$ cat src/design/csc_pkg.sv
package csc_pkg;

  localparam int unsigned FUNC_W     = 3;
  localparam int unsigned LEVEL_W    = 11;
  localparam int unsigned VALUE_W    = 8;
  localparam int unsigned COUNT_W    = 16;
  localparam int unsigned SUM_W      = 16;
  localparam int unsigned INDEX_W    = 3;
  localparam int unsigned CFG_IDX_W  = 3;
  localparam int unsigned CFG_DATA_W = 16;

  localparam logic [LEVEL_W-1:0] RISE_RST    = LEVEL_W'(3);
  localparam logic [LEVEL_W-1:0] SETTLE_RST  = LEVEL_W'(2);
  localparam logic [LEVEL_W-1:0] MATCH_RST   = LEVEL_W'(9);
  localparam logic [SUM_W-1:0]   NOTIFY_RST  = SUM_W'(5);
  localparam logic [SUM_W-1:0]   COIN_ABSENT = 16'hffff;
  localparam logic [SUM_W-1:0]   QUIET_MAX   = 16'hffff;

  typedef enum logic [FUNC_W-1:0] {
    FUNC_SAMPLE = 3'd0,
    FUNC_TICK   = 3'd1,
    FUNC_TAKE   = 3'd2,
    FUNC_LOAD   = 3'd3,
    FUNC_QUERY  = 3'd4
  } func_e;

  typedef enum logic [CFG_IDX_W-1:0] {
    CFG_EMPTY_LEVEL    = 3'd0,
    CFG_RISE_THRESHOLD = 3'd1,
    CFG_SETTLE_TOL     = 3'd2,
    CFG_MATCH_TOL      = 3'd3,
    CFG_NOTIFY_DELAY   = 3'd4
  } cfg_idx_e;

  typedef enum logic [2:0] {
    ST_IDLE,
    ST_SCAN,
    ST_LOAD_RD,
    ST_LOAD_WR,
    ST_FINISH
  } state_e;

  typedef struct packed {
    logic [COUNT_W-1:0] count;
    logic [VALUE_W-1:0] value;
    logic [LEVEL_W-1:0] level;
  } entry_t;

  function automatic logic [LEVEL_W-1:0] abs_diff(input logic [LEVEL_W-1:0] a,
                                                  input logic [LEVEL_W-1:0] b);
    return (a > b) ? (a - b) : (b - a);
  endfunction

endpackage

$ cat src/design/csc_ifs.sv
interface csc_in_if;
  import csc_pkg::*;
  logic               valid;
  logic               ready;
  logic [FUNC_W-1:0]  func;
  logic [LEVEL_W-1:0] sample;
  logic [INDEX_W-1:0] entry_index;
  logic [VALUE_W-1:0] coin_value;
  logic [LEVEL_W-1:0] coin_level;

  modport source(output valid, func, sample, entry_index, coin_value, coin_level,
                 input ready);
  modport sink(input valid, func, sample, entry_index, coin_value, coin_level,
               output ready);
endinterface

interface csc_out_if;
  import csc_pkg::*;
  logic               valid;
  logic               ready;
  logic               coin_event;
  logic               matched;
  logic [INDEX_W-1:0] matched_index;
  logic [SUM_W-1:0]   total_sum;
  logic [SUM_W-1:0]   coin_sum;
  logic [SUM_W-1:0]   taken_sum;

  modport source(output valid, coin_event, matched, matched_index, total_sum,
                 coin_sum, taken_sum, input ready);
  modport sink(input valid, coin_event, matched, matched_index, total_sum,
               coin_sum, taken_sum, output ready);
endinterface

interface csc_cfg_if;
  import csc_pkg::*;
  logic                  valid;
  logic                  ready;
  logic [CFG_IDX_W-1:0]  index;
  logic [CFG_DATA_W-1:0] data;

  modport source(output valid, index, data, input ready);
  modport sink(input valid, index, data, output ready);
endinterface

$ cat src/design/coin_signal_classifier_unit.sv
// Coin classifier: one result per input item, in order. The coin table (value,
// level, count per entry) sits in a single-port-read RAM with a registered read.
// A sample that does not complete a passage, a tick, a take and an unused
// function code go straight to the finish state; a load reads the old entry,
// then writes the new one back. A completing sample or a query walks the table
// one entry per cycle with compares pipelined behind reads, stopping at the
// first hit or after the last entry on a miss. The next item is
// taken while the previous result still waits at the output register. The
// table reads as all zero after reset through per-entry valid bits; no clearing
// pass is needed. Configuration writes are taken in any cycle.
module coin_signal_classifier_unit #(
  parameter int unsigned NUM_ENTRIES = 8
) (
  input  logic clk_i,
  input  logic rst_ni,
  csc_in_if.sink    in_i,
  csc_out_if.source out_o,
  csc_cfg_if.sink   cfg_i
);
  import csc_pkg::*;

  localparam int unsigned IW = (NUM_ENTRIES > 1) ? $clog2(NUM_ENTRIES) : 1;
  localparam int unsigned CW = $clog2(NUM_ENTRIES + 1);
  localparam int unsigned EW = $bits(entry_t);

  state_e state_q, state_d;

  logic [LEVEL_W-1:0] empty_q, rise_q, settle_q, match_q;
  logic [SUM_W-1:0]   notify_q;

  logic [LEVEL_W-1:0] peak_q, peak_d;
  logic               armed_q, armed_d;
  logic [SUM_W-1:0]   active_q, active_d;
  logic [SUM_W-1:0]   quiet_q, quiet_d;
  logic [SUM_W-1:0]   total_q, total_d;
  logic [NUM_ENTRIES-1:0] valid_q, valid_d;

  logic               query_q, query_d;
  logic [LEVEL_W-1:0] key_level_q, key_level_d;
  logic [VALUE_W-1:0] key_value_q, key_value_d;
  logic [IW-1:0]      entry_idx_q, entry_idx_d;
  logic [CW-1:0]      iss_q, iss_d;
  logic               rvalid_q, rvalid_d;
  logic [IW-1:0]      cmp_idx_q, cmp_idx_d;

  logic               res_ev_q, res_ev_d;
  logic               res_mt_q, res_mt_d;
  logic [INDEX_W-1:0] res_mi_q, res_mi_d;
  logic [SUM_W-1:0]   res_csum_q, res_csum_d;
  logic [SUM_W-1:0]   res_taken_q, res_taken_d;

  logic               out_valid_q, out_valid_d;
  logic               out_ev_q, out_mt_q;
  logic [INDEX_W-1:0] out_mi_q;
  logic [SUM_W-1:0]   out_total_q, out_csum_q, out_taken_q;
  logic               out_load;

  logic          ram_we, ram_re;
  logic [IW-1:0] ram_waddr, ram_raddr;
  entry_t        ram_wdata, ram_rdata, ent;

  logic               in_xfer, out_xfer;
  logic [LEVEL_W-1:0] peak_max;
  logic               arm, settle;
  logic               hit, last_cmp, scan_issue;

  assign in_xfer  = in_i.valid && in_i.ready;
  assign out_xfer = out_o.valid && out_o.ready;
  assign in_i.ready  = (state_q == ST_IDLE);
  assign cfg_i.ready = 1'b1;

  // Sample-side decisions, evaluated on the accepted item.
  assign peak_max = (in_i.sample > peak_q) ? in_i.sample : peak_q;
  assign arm      = armed_q || ((in_i.sample > empty_q) &&
                                ((in_i.sample - empty_q) > rise_q));
  assign settle   = arm && (abs_diff(in_i.sample, empty_q) < settle_q);

  // Entries never written read as zero.
  assign ent        = valid_q[cmp_idx_q] ? ram_rdata : entry_t'('0);
  assign hit        = rvalid_q && (query_q ? (ent.value == key_value_q)
                                           : (abs_diff(key_level_q, ent.level) < match_q));
  assign last_cmp   = (cmp_idx_q == IW'(NUM_ENTRIES - 1));
  assign scan_issue = (state_q == ST_SCAN) && (iss_q < CW'(NUM_ENTRIES));

  always_comb begin
    entry_t old_ent;
    old_ent     = valid_q[entry_idx_q] ? ram_rdata : entry_t'('0);
    state_d     = state_q;
    peak_d      = peak_q;
    armed_d     = armed_q;
    active_d    = active_q;
    quiet_d     = quiet_q;
    total_d     = total_q;
    valid_d     = valid_q;
    query_d     = query_q;
    key_level_d = key_level_q;
    key_value_d = key_value_q;
    entry_idx_d = entry_idx_q;
    iss_d       = iss_q;
    rvalid_d    = 1'b0;
    cmp_idx_d   = cmp_idx_q;
    res_ev_d    = res_ev_q;
    res_mt_d    = res_mt_q;
    res_mi_d    = res_mi_q;
    res_csum_d  = res_csum_q;
    res_taken_d = res_taken_q;
    out_valid_d = out_valid_q && !out_xfer;
    out_load    = 1'b0;
    ram_we      = 1'b0;
    ram_waddr   = entry_idx_q;
    ram_wdata   = entry_t'('0);
    ram_re      = 1'b0;
    ram_raddr   = entry_idx_q;

    case (state_q)
      ST_IDLE: begin
        if (in_xfer) begin
          res_ev_d    = 1'b0;
          res_mt_d    = 1'b0;
          res_mi_d    = '0;
          res_csum_d  = '0;
          res_taken_d = '0;
          iss_d       = '0;
          key_value_d = in_i.coin_value;
          state_d     = ST_FINISH;
          case (in_i.func)
            FUNC_SAMPLE: begin
              if (settle) begin
                peak_d      = in_i.sample;
                armed_d     = 1'b0;
                key_level_d = peak_max;
                query_d     = 1'b0;
                res_ev_d    = 1'b1;
                state_d     = ST_SCAN;
              end else begin
                peak_d  = peak_max;
                armed_d = arm;
              end
            end
            FUNC_TICK: begin
              if (quiet_q != QUIET_MAX) begin
                quiet_d = quiet_q + SUM_W'(1);
              end
            end
            FUNC_TAKE: begin
              if ((quiet_q > notify_q) && (active_q != '0)) begin
                res_taken_d = active_q;
                active_d    = '0;
              end
            end
            FUNC_LOAD: begin
              // Drop loads aimed past the table.
              if ({29'd0, in_i.entry_index} < 32'(NUM_ENTRIES)) begin
                entry_idx_d = IW'(in_i.entry_index);
                key_level_d = in_i.coin_level;
                state_d     = ST_LOAD_RD;
              end
            end
            FUNC_QUERY: begin
              query_d = 1'b1;
              state_d = ST_SCAN;
            end
            default: begin
            end
          endcase
        end
      end

      ST_SCAN: begin
        // Issue entry iss_q while comparing the entry read last cycle.
        ram_re    = scan_issue;
        ram_raddr = iss_q[IW-1:0];
        if (scan_issue) begin
          iss_d     = iss_q + CW'(1);
          rvalid_d  = 1'b1;
          cmp_idx_d = iss_q[IW-1:0];
        end
        if (hit) begin
          rvalid_d = 1'b0;
          state_d  = ST_FINISH;
          if (query_q) begin
            res_csum_d = SUM_W'(ent.value * ent.count);
          end else begin
            ram_we              = 1'b1;
            ram_waddr           = cmp_idx_q;
            ram_wdata           = ent;
            ram_wdata.count     = ent.count + COUNT_W'(1);
            valid_d[cmp_idx_q]  = 1'b1;
            active_d            = active_q + SUM_W'(ent.value);
            total_d             = total_q + SUM_W'(ent.value);
            quiet_d             = '0;
            res_mt_d            = 1'b1;
            res_mi_d            = INDEX_W'(cmp_idx_q);
          end
        end else if (rvalid_q && last_cmp) begin
          rvalid_d = 1'b0;
          state_d  = ST_FINISH;
          if (query_q) begin
            res_csum_d = COIN_ABSENT;
          end
        end
      end

      ST_LOAD_RD: begin
        ram_re  = 1'b1;
        state_d = ST_LOAD_WR;
      end

      ST_LOAD_WR: begin
        // Retire the old entry's share of the total; the new count is zero.
        total_d                = total_q - SUM_W'(old_ent.value * old_ent.count);
        ram_we                 = 1'b1;
        ram_wdata.count        = '0;
        ram_wdata.value        = key_value_q;
        ram_wdata.level        = key_level_q;
        valid_d[entry_idx_q]   = 1'b1;
        state_d                = ST_FINISH;
      end

      ST_FINISH: begin
        // Hold until the output register is free.
        if (!out_valid_q || out_o.ready) begin
          out_load    = 1'b1;
          out_valid_d = 1'b1;
          state_d     = ST_IDLE;
        end
      end

      default: begin
        state_d = ST_IDLE;
      end
    endcase
  end

  always_ff @(posedge clk_i or negedge rst_ni) begin
    if (!rst_ni) begin
      state_q     <= ST_IDLE;
      peak_q      <= '0;
      armed_q     <= 1'b0;
      active_q    <= '0;
      quiet_q     <= '0;
      total_q     <= '0;
      valid_q     <= '0;
      rvalid_q    <= 1'b0;
      iss_q       <= '0;
      out_valid_q <= 1'b0;
      empty_q     <= '0;
      rise_q      <= RISE_RST;
      settle_q    <= SETTLE_RST;
      match_q     <= MATCH_RST;
      notify_q    <= NOTIFY_RST;
    end else begin
      state_q     <= state_d;
      peak_q      <= peak_d;
      armed_q     <= armed_d;
      active_q    <= active_d;
      quiet_q     <= quiet_d;
      total_q     <= total_d;
      valid_q     <= valid_d;
      rvalid_q    <= rvalid_d;
      iss_q       <= iss_d;
      out_valid_q <= out_valid_d;
      if (cfg_i.valid && cfg_i.ready) begin
        case (cfg_idx_e'(cfg_i.index))
          CFG_EMPTY_LEVEL:    empty_q  <= cfg_i.data[LEVEL_W-1:0];
          CFG_RISE_THRESHOLD: rise_q   <= cfg_i.data[LEVEL_W-1:0];
          CFG_SETTLE_TOL:     settle_q <= cfg_i.data[LEVEL_W-1:0];
          CFG_MATCH_TOL:      match_q  <= cfg_i.data[LEVEL_W-1:0];
          CFG_NOTIFY_DELAY:   notify_q <= cfg_i.data[SUM_W-1:0];
          default: begin
          end
        endcase
      end
    end
  end

  always_ff @(posedge clk_i) begin
    query_q     <= query_d;
    key_level_q <= key_level_d;
    key_value_q <= key_value_d;
    entry_idx_q <= entry_idx_d;
    cmp_idx_q   <= cmp_idx_d;
    res_ev_q    <= res_ev_d;
    res_mt_q    <= res_mt_d;
    res_mi_q    <= res_mi_d;
    res_csum_q  <= res_csum_d;
    res_taken_q <= res_taken_d;
    if (out_load) begin
      out_ev_q    <= res_ev_q;
      out_mt_q    <= res_mt_q;
      out_mi_q    <= res_mi_q;
      out_total_q <= total_q;
      out_csum_q  <= res_csum_q;
      out_taken_q <= res_taken_q;
    end
  end

  csc_ram #(
    .WIDTH(EW),
    .DEPTH(NUM_ENTRIES)
  ) u_table (
    .clk_i  (clk_i),
    .we_i   (ram_we),
    .waddr_i(ram_waddr),
    .wdata_i(ram_wdata),
    .re_i   (ram_re),
    .raddr_i(ram_raddr),
    .rdata_o(ram_rdata)
  );

  assign out_o.valid         = out_valid_q;
  assign out_o.coin_event    = out_ev_q;
  assign out_o.matched       = out_mt_q;
  assign out_o.matched_index = out_mi_q;
  assign out_o.total_sum     = out_total_q;
  assign out_o.coin_sum      = out_csum_q;
  assign out_o.taken_sum     = out_taken_q;

  a_finish_holds: assert property (@(posedge clk_i) disable iff (!rst_ni)
    (state_q == ST_FINISH && out_valid_q && !out_o.ready) |=> (state_q == ST_FINISH))
    else $error("result dropped while output register busy");

  a_hit_ends_scan: assert property (@(posedge clk_i) disable iff (!rst_ni)
    (state_q == ST_SCAN && hit) |=> (state_q == ST_FINISH))
    else $error("scan continued past first hit");

  a_write_states: assert property (@(posedge clk_i) disable iff (!rst_ni)
    ram_we |-> (state_q == ST_SCAN || state_q == ST_LOAD_WR))
    else $error("table written outside update states");

  a_accept_busy: assert property (@(posedge clk_i) disable iff (!rst_ni)
    in_xfer |=> !in_i.ready)
    else $error("second item taken while one is in flight");

  a_scan_bounds: assert property (@(posedge clk_i) disable iff (!rst_ni)
    (state_q == ST_SCAN && ram_re) |-> (iss_q < CW'(NUM_ENTRIES)))
    else $error("scan read beyond table");

endmodule

$ cat src/design/csc_ram.sv
module csc_ram #(
  parameter int unsigned WIDTH = 35,
  parameter int unsigned DEPTH = 8
) (
  input  logic                                   clk_i,
  input  logic                                   we_i,
  input  logic [(DEPTH > 1 ? $clog2(DEPTH) : 1)-1:0] waddr_i,
  input  logic [WIDTH-1:0]                       wdata_i,
  input  logic                                   re_i,
  input  logic [(DEPTH > 1 ? $clog2(DEPTH) : 1)-1:0] raddr_i,
  output logic [WIDTH-1:0]                       rdata_o
);

  logic [WIDTH-1:0] mem_q [DEPTH];
  logic [WIDTH-1:0] rdata_q;

  always_ff @(posedge clk_i) begin
    if (we_i) begin
      mem_q[waddr_i] <= wdata_i;
    end
    if (re_i) begin
      rdata_q <= mem_q[raddr_i];
    end
  end

  assign rdata_o = rdata_q;

endmodule
$ cat src/flat_wrapper.sv
// flat-port wrapper written by rule: the top's interface ports become plain ports
module coin_signal_classifier_unit_flat import csc_pkg::*;
#(
  parameter int unsigned NUM_ENTRIES = 8
)
  (clk_i, rst_ni, in_i_valid, in_i_func, in_i_sample, in_i_entry_index, in_i_coin_value, in_i_coin_level, in_i_ready, out_o_valid, out_o_coin_event, out_o_matched, out_o_matched_index, out_o_total_sum, out_o_coin_sum, out_o_taken_sum, out_o_ready, cfg_i_valid, cfg_i_index, cfg_i_data, cfg_i_ready);
  csc_in_if in_i_i ();
  csc_out_if out_o_i ();
  csc_cfg_if cfg_i_i ();
  input  logic clk_i;
  input  logic rst_ni;
  input wire logic [$bits(in_i_i.valid)-1:0] in_i_valid;
  input wire logic [$bits(in_i_i.func)-1:0] in_i_func;
  input wire logic [$bits(in_i_i.sample)-1:0] in_i_sample;
  input wire logic [$bits(in_i_i.entry_index)-1:0] in_i_entry_index;
  input wire logic [$bits(in_i_i.coin_value)-1:0] in_i_coin_value;
  input wire logic [$bits(in_i_i.coin_level)-1:0] in_i_coin_level;
  output wire logic [$bits(in_i_i.ready)-1:0] in_i_ready;
  output wire logic [$bits(out_o_i.valid)-1:0] out_o_valid;
  output wire logic [$bits(out_o_i.coin_event)-1:0] out_o_coin_event;
  output wire logic [$bits(out_o_i.matched)-1:0] out_o_matched;
  output wire logic [$bits(out_o_i.matched_index)-1:0] out_o_matched_index;
  output wire logic [$bits(out_o_i.total_sum)-1:0] out_o_total_sum;
  output wire logic [$bits(out_o_i.coin_sum)-1:0] out_o_coin_sum;
  output wire logic [$bits(out_o_i.taken_sum)-1:0] out_o_taken_sum;
  input wire logic [$bits(out_o_i.ready)-1:0] out_o_ready;
  input wire logic [$bits(cfg_i_i.valid)-1:0] cfg_i_valid;
  input wire logic [$bits(cfg_i_i.index)-1:0] cfg_i_index;
  input wire logic [$bits(cfg_i_i.data)-1:0] cfg_i_data;
  output wire logic [$bits(cfg_i_i.ready)-1:0] cfg_i_ready;
  assign in_i_i.valid = in_i_valid;
  assign in_i_i.func = in_i_func;
  assign in_i_i.sample = in_i_sample;
  assign in_i_i.entry_index = in_i_entry_index;
  assign in_i_i.coin_value = in_i_coin_value;
  assign in_i_i.coin_level = in_i_coin_level;
  assign in_i_ready = in_i_i.ready;
  assign out_o_valid = out_o_i.valid;
  assign out_o_coin_event = out_o_i.coin_event;
  assign out_o_matched = out_o_i.matched;
  assign out_o_matched_index = out_o_i.matched_index;
  assign out_o_total_sum = out_o_i.total_sum;
  assign out_o_coin_sum = out_o_i.coin_sum;
  assign out_o_taken_sum = out_o_i.taken_sum;
  assign out_o_i.ready = out_o_ready;
  assign cfg_i_i.valid = cfg_i_valid;
  assign cfg_i_i.index = cfg_i_index;
  assign cfg_i_i.data = cfg_i_data;
  assign cfg_i_ready = cfg_i_i.ready;
  coin_signal_classifier_unit #(.NUM_ENTRIES(NUM_ENTRIES)) u_core (.clk_i(clk_i), .rst_ni(rst_ni), .in_i(in_i_i), .out_o(out_o_i), .cfg_i(cfg_i_i));
endmodule
$ cat config.mk
export PLATFORM = sky130hd
export DESIGN_NAME = coin_signal_classifier_unit_flat
export DESIGN_NICKNAME = d
export VERILOG_FILES = /design/src/design/csc_pkg.sv /design/src/design/csc_ifs.sv /design/src/design/coin_signal_classifier_unit.sv /design/src/design/csc_ram.sv /design/src/flat_wrapper.sv
export SDC_FILE = /design/constraint.sdc
export NUM_CORES = 1
export LEC_CHECK = 0
export BUFFER_PORTS_ARGS = -buffer_cell sky130_fd_sc_hd__buf_2
export CAP_MARGIN = 20
export CORE_MARGIN = 2
export CORE_UTILIZATION = 35
export DETAILED_ROUTE_END_ITERATION = 8
export GPL_TIMING_DRIVEN = 0
export PLACE_DENSITY = 0.56
export SLEW_MARGIN = 20
export SYNTH_ARGS = -nofsm -noshare
export SYNTH_HDL_FRONTEND = slang
export SYNTH_SLANG_ARGS = --single-unit
$ cat constraint.sdc
create_clock -name clk_i -period 9.5 [get_ports clk_i]
set_clock_uncertainty 0.15 [all_clocks]
set_input_delay 2.375 -clock clk_i [delete_from_list [all_inputs] [get_ports clk_i]]
set_output_delay 2.375 -clock clk_i [all_outputs]
set_load 0.1 [all_outputs]
# --- Yosys cells after proc, flatten, opt, wreduce, memory -nomap -nowiden ---
# Memory sizes are Yosys's and may differ from the RTL's. A register that Yosys moved wholly into a read port is not among the register bits.
# Index checks and enable logic that the tools add are counted.
word_totals:
  wordCells: 211
  memories: 1
  mem_bits_rw: 280
  regBits: 253
  inputBits: 60
  out_inout_bits: 56
op_classes:
  n_mul: 2
  n_bitwise: 2
  n_reduce_logical: 42
  n_eq_ne: 27
  addsub: 10
  n_lt_le_gt_ge: 12
  muxes: 84
mem_list:
  columns: ["name", "words", "word_bits", "rd", "rd_ports_with_merged_regs", "wr", "line", "text"]
  rows:
  - ["u_core.u_table.mem_q", 8, 35, 1, 1, 1, "csc_ram.sv:14", "logic [WIDTH-1:0] mem_q [DEPTH];"]
ops:
  columns: ["op", "count"]
  rows:
  - ["16-bit 2-to-1 mux", 17]
  - ["35-bit 2-to-1 mux", 4]
  - ["16-bit case mux with 2 select lines", 4]
  - ["35-bit case mux with 2 select lines", 1]
  - ["11-bit 2-to-1 mux", 5]
  - ["11-bit > comparator", 4]
  - ["11-bit subtractor", 4]
  - ["3-bit 2-to-1 mux", 12]
  - ["16-bit by 1-bit adder with 16-bit output (second input constant)", 2]
  - ["16-bit by 8-bit adder with 16-bit output", 2]
  - ["8-bit by 16-bit multiplier with 16-bit output", 2]
  - ["1-bit 2-to-1 mux", 23]
  - ["11-bit less-than comparator", 2]
  - ["11-bit case mux with 2 select lines", 1]
  - ["3-bit by 2-bit equality test with 1-bit output (second input constant)", 6]
  - ["16-bit > comparator", 1]
  - ["8-bit 2-to-1 mux", 2]
  - ["16-bit inequality test (second input constant)", 1]
  - ["8-bit bitwise OR", 2]
  - ["8-bit case mux with 2 select lines", 1]
  - ["2-bit AND reduction", 8]
  - ["4-bit AND reduction", 4]
  - ["16-bit nonzero test", 1]
  - ["16-bit subtractor", 1]
  - ["other kinds (25)", 69]

# --- Depth between registers and ports, before layout ---
logic_depth:
  word_depth: 12
  ltp_mapped: 28
  mapped_depth_nobuf: 23

# --- Cells and area by module ---
# A second synthesis with hierarchy kept.
unflattened:
  cells_unflattened: 2641
  area_unflattened_um2: 32608.8
modules_own_cells:
  columns: ["module", "cells_each", "seq_area_each_um2", "n_inst", "area_each_um2"]
  rows:
  - ["coin_signal_classifier_unit", 2188, 6920.4, 1, 20722.4]
  - ["csc_ram", 453, 9459.1, 1, 11886.4]

# --- Worst setup path before layout ---
# OpenSTA, ideal clock, no wires.
synth_timing:
  path_kind: "flip-flop to flip-flop"
  start: "register u_core.cmp_idx_q[2]"
  end: "memory u_core.u_table.mem_q[7][0], enable pin"
  stages_incl_launch_ff: 29
  n_path_buf: 6
  synth_period_minus_slack_ns: 8.097
  t_arrival_ns: 7.508
  setup_time_ns: 0.439
  required_ns: 8.911
  setup_slack_ns: 1.403
  path_cell_list: "edfxtp_1 -> and2_1 -> a221o_1 -> a221o_1 -> clkbuf_1 -> clkbuf_1 -> nand2_1 -> inv_1 -> ha_1 -> buf_2 -> a211oi_1 -> o21ai_0 -> and2_1 -> buf_2 -> a21oi_2 -> a211oi_1 -> a311oi_2 -> o21ai_1 -> xnor2_1 -> ha_1 -> a21o_1 -> a21oi_1 -> nor2b_1 -> a311oi_4 -> and3_4 -> buf_2 -> buf_2 -> nand3_1 -> a21oi_1"
synth_between:
  elab_chain_cells: 12
  word_cells_on_any_way: 18
  classes_between: "add/sub (2); order compare (2); eq/ne (1); mux (12); reduce/logical (1)"
synth_lines:
  columns: ["item", "line", "text"]
  rows:
  - ["start, declared", "coin_signal_classifier_unit.sv:44", "logic [IW-1:0] cmp_idx_q, cmp_idx_d;"]
  - ["start signal, assigned", "coin_signal_classifier_unit.sv:282", "cmp_idx_q <= cmp_idx_d;"]
  - ["1-bit binary-select mux with 3-bit select", "coin_signal_classifier_unit.sv:79", "assign ent = valid_q[cmp_idx_q] ? ram_rdata : entry_t'('0);"]
  - ["1-bit 2-to-1 mux (implied by the code)", "coin_signal_classifier_unit.sv:79", null]
  - ["35-bit 2-to-1 mux", "coin_signal_classifier_unit.sv:79", null]
  - ["11-bit subtractor or 11-bit > comparator (tied branches)", "csc_pkg.sv:51", "return (a > b) ? (a - b) : (b - a);"]
  - ["11-bit 2-to-1 mux", "csc_pkg.sv:51", null]
  - ["11-bit less-than comparator", "coin_signal_classifier_unit.sv:81", ": (abs_diff(key_level_q, ent.level) < match_q));"]
  - ["1-bit 2-to-1 mux", "coin_signal_classifier_unit.sv:80", "assign hit = rvalid_q && (query_q ? (ent.value == key_value_q)"]
  - ["1-bit logical AND", "coin_signal_classifier_unit.sv:80", null]
  - ["1-bit 2-to-1 mux", "coin_signal_classifier_unit.sv:178", "if (hit) begin"]
  - ["1-bit case mux with 2 select lines", "coin_signal_classifier_unit.sv:115", "case (state_q)"]
  - ["1-bit 2-to-1 mux", "csc_ram.sv:18", "if (we_i) begin"]
  - ["1-bit 2-to-1 mux (implied by the code)", "csc_ram.sv:19", "mem_q[waddr_i] <= wdata_i;"]
  - ["end, declared", "csc_ram.sv:14", null]
# Several ways; a longest one is shown, not always the timed one. The select of a mux whose other input is x is not followed.

# --- Final worst setup path ---
layout_timing:
  start: "register u_core.cmp_idx_q[2]"
  end: "memory u_core.u_table.mem_q[1][27], enable pin"
# Same word-level chain as after synthesis.

==> flow_metrics.py <==
metrics = {
    "drt": {
        "wl_per_cell_um": 20.04,
        "dr.first_iter.drc_count": 1643,
        "drc_errors": 0,
        "wirelength_um": 83400,
        "vias": 21310,
        "routed_via_density": 5.121,
        "firstDrtPassIters": 5,
        "drt.antenna.violating_nets": 0,
    },
    "timing": {
        "tns_ns": 0,
        "slew_headroom": 0.2547,
        "maxSlewViolCount": 0,
        "hold_violations": 0,
        "fin_crit_sh": 0.9449,
        "max_freq_ghz": 0.1114,
        "rsz0062_at_grt": "false",
        "fin_ws_ns": 0.5235,
        "worst_pin_slew_ns": 1.118,
        "setup-violations-final": 0,
        "fin_crit_ns": 8.976,
    },
    "logic_synthesis": {
        "yosys.area_share.simple": 0.1072,
        "synth_area_leaders": "edfxtp_1 40%, dfrtp_1 10%, fa_1 8.5%",
        "synth-xor-area-share": 0.02693,
        "yosysMostFrequentCell": "edfxtp_1",
        "muxShareOfSynthArea": 0.07963,
        "syn_avg_cell_area_sq_um": 12.19,
        "synth_common_cells": "431 x edfxtp_1, 276 x inv_1, 240 x nand2_1",
        "yosys.area_share.adder": 0.1515,
        "ys_async_sr_fraction": 0.2412,
        "synth_edf_count": 431,
        "yosys_warnings": 0,
        "syn-cell-area_sq_um": 32520,
        "synth-seq-cells": 568,
        "synth_top_family_by_area": "adder cells",
        "ys_seq_area_frac": 0.5036,
        "netlist.area_leader.share": 0.3979,
        "syn_inst": 2667,
        "ys_types": 92,
        "synth_top_cell_by_area": "edfxtp_1",
        "synth_compound_area_frac": 0.08440,
        "synth_flop_cell": "edfxtp_1",
        "syn_nets": 3038,
    },
    "pwr": {
        "p_seq_frac": 0.487,
        "ir_worst_vdd_mv": 0.1336,
        "sw_frac_of_total": 0.2377,
        "powerDensity_nw_per_um2": 149.7,
        "leakage_nw": 14.02,
        "clkPwrFrac": 0.422,
        "p_int_mw": 4.260,
        "p_switching_mw": 1.328,
        "power_mw": 5.588,
        "pwr-share-comb": 0.090,
    },
    "worst_setup_path": {
        "critical_path_class": "reg2reg",
        "path_common_cell": "buf_2",
        "regToRegSetupSlack_ns": 0.52,
        "r2r_cells": 30,
        "crit_path_top_delay_cell": "a311oi_4",
        "r2r_end": "u_core.u_table.mem_q[1][27]$_DFFE_PP_",
        "arrival_ns": 9.15,
        "setup.worst_path.end": "u_core.u_table.mem_q[1][27]$_DFFE_PP_",
        "required_ns": 9.67,
        "cpPeakStageDelay_ns": 0.57,
        "cp_max_fo": 16,
        "cp-startpoint": "u_core.cmp_idx_q[2]$_DFFE_PP_",
        "end_kind": "flip-flop",
        "r2r-start": "u_core.cmp_idx_q[2]$_DFFE_PP_",
        "cp-start-kind": "flip-flop",
    },
    "final_layout": {
        "max_flop_register": "u_core.u_table.mem_q",
        "layout-drive-gt1-share": 0.1477,
        "final_cell_area_sq_um": 37330,
        "area_delta_synth_final_pct": 14.78,
        "largest_register_ffs": 280,
        "final_util": 0.4060,
        "layout.nets": 3239,
    },
    "placed_design": {
        "place_congestion": 0.8626,
        "io_buffers": 114,
        "preCtsSetupSlack_ns": -0.06351,
        "dpl-instance-area_sq_um": 35340,
        "dp_hpwl_um": 62390,
    },
    "clock_tree": {
        "clk_pin_slew_ns": 0.06,
        "htreeDepth": 2,
        "clk_latency_ns": 0.65,
        "cts_made_buffers": 61,
        "root_buffer": "clkbuf_16",
        "cts_hold_buf": 0,
        "tritoncts": "built",
        "cts.sink_count": 568,
        "cts_buffer_depth": 3,
    },
    "die": {
        "fp.dieH_um": 308.8,
        "rows": 111,
        "pin_count": 116,
        "start_util": 0.3537,
        "coreArea_sq_um": 91940,
        "die_w_um": 308.8,
        "dieArea_sq_um": 95380,
    },
    "worst_hold_path": {
        "min_path_type": "reg2reg",
    },
    "global_routing": {
        "antenna_found_initial": 1,
        "grt_util_met1": 0.2470,
        "grtUsageTotal": 0.1768,
        "grt_use_met3": 0.02425,
        "grt_pass1_vias": 21500,
        "grt_util_met2": 0.2894,
        "overflow": 0,
        "grt-busiest-layer": "met2",
        "grt_pass1_wl_um": 128800,
        "grt_max_degree": 81,
    },
    "outcome": {
        "status": "completed",
    },
    "run": {
        "drv_cap": 0,
    },
}
==> placed cells by master (no fill, tap or decap), types with 53 or more instances in the layout <==
cell / n
clkbuf_1: 88
fa_1: 138
mux4_2: 72
and2_1: 83
xnor2_1: 59
clkbuf_16: 62
edfxtp_1: 431
buf_2: 140
inv_1: 276
nor2_1: 125
ha_1: 173
a21oi_1: 112
dfrtp_1: 130
mux2_2: 53
and3_1: 71
o21ai_0: 102
nand2_1: 240
==> power groups by stage <==
| stage | Clock [mW] | Combinational, mW | Sequential, mW |
|---|---|---|---|
| 6_report | 2.36 | 0.503 | 2.72 |
| 5_1_grt | 2.51 | 0.582 | 2.73 |
| 4_1_cts | 2.41 | 0.509 | 2.72 |
| 3_5_place_dp | 0 | 0.506 | 2.77 |
| 3_3_place_gp | 0 | 0.500 | 2.77 |
| 2_1_floorplan | 0 | 0.364 | 2.77 |
==> worst max-delay path: cells and delay by family, from the launching register on <==
family | cells | cell delay [ns]
AOI/OAI and AO/OA | 12 | 3.79
buffers and inverters | 9 | 2.13
and+or+nand+nor | 6 | 1.31
adders and majority gates | 2 | 0.55
DFF | 1 | 0.51
xor gates and xnor gates | 1 | 0.15
==> cell type report <==
cell class / instances / area, sq um
Antenna cell: 1 / 2.502
Buffer: 114 / 469.2
Clock buffer: 73 / 1613
Clock inverter: 40 / 362.8
Fill cell: 8730 / 54610
Inverter: 280 / 1051
Multi-Input combinational cell: 1705 / 14730
Sequential cell: 568 / 16380
Tap cell: 1243 / 1555
Timing Repair Buffer: 138 / 1170
==> per-layer routing <==
layer  vias up  share of wire
met5         -              0
met4         0          0.026
met3       109          0.049
met2       505           0.47
met1     10790           0.46
li1       9911              -
==> logic make-up after synthesis <==
| group | count (synthesis) |
|---|---|
| simple gates | 708 |
| flops | 568 |
| compound gates | 423 |
| buf+inv | 394 |
| fa+ha+maj | 311 |
| mux | 162 |
| xor+xnor | 100 |
| other cells | 1 |
==> per-stage QoR <==
step | hold WS [ns] | instances
detailed placement | 0.2545 | 4047
CTS | 0.2652 | 4160
global route | 0.2710 | 4161
floorplan | 0.2503 | 2667
finish | 0.2673 | 4162
global placement | 0.2519 | 4024
==> timing repair <==
item	CTS	global route
setup buffers	0	1
setup endpoints to repair	57	169
pin swaps	0	2
gates cloned	0	0
gates resized for setup	1	3
==> worst min-delay path by stage <==
stage / from / end / cells after the start
after global placement: u_core.res_taken_q[0]$_SDFFCE_PN0P_ / u_core.out_o.taken_sum[0]$_DFFE_PP_ / 0
after global routing: u_core.res_taken_q[8]$_SDFFCE_PN0P_ / u_core.out_o.taken_sum[8]$_DFFE_PP_ / 0
after CTS: u_core.res_taken_q[8]$_SDFFCE_PN0P_ / u_core.out_o.taken_sum[8]$_DFFE_PP_ / 0
after detailed placement: u_core.res_csum_q[10]$_SDFFCE_PN0P_ / u_core.out_o.coin_sum[10]$_DFFE_PP_ / 0
final: u_core.res_csum_q[14]$_SDFFCE_PN0P_ / u_core.out_o.coin_sum[14]$_DFFE_PP_ / 0
after floorplan: u_core.res_ev_q$_SDFFCE_PN0P_ / u_core.out_o.coin_event$_DFFE_PP_ / 0
(Power assumes the default switching activity.)
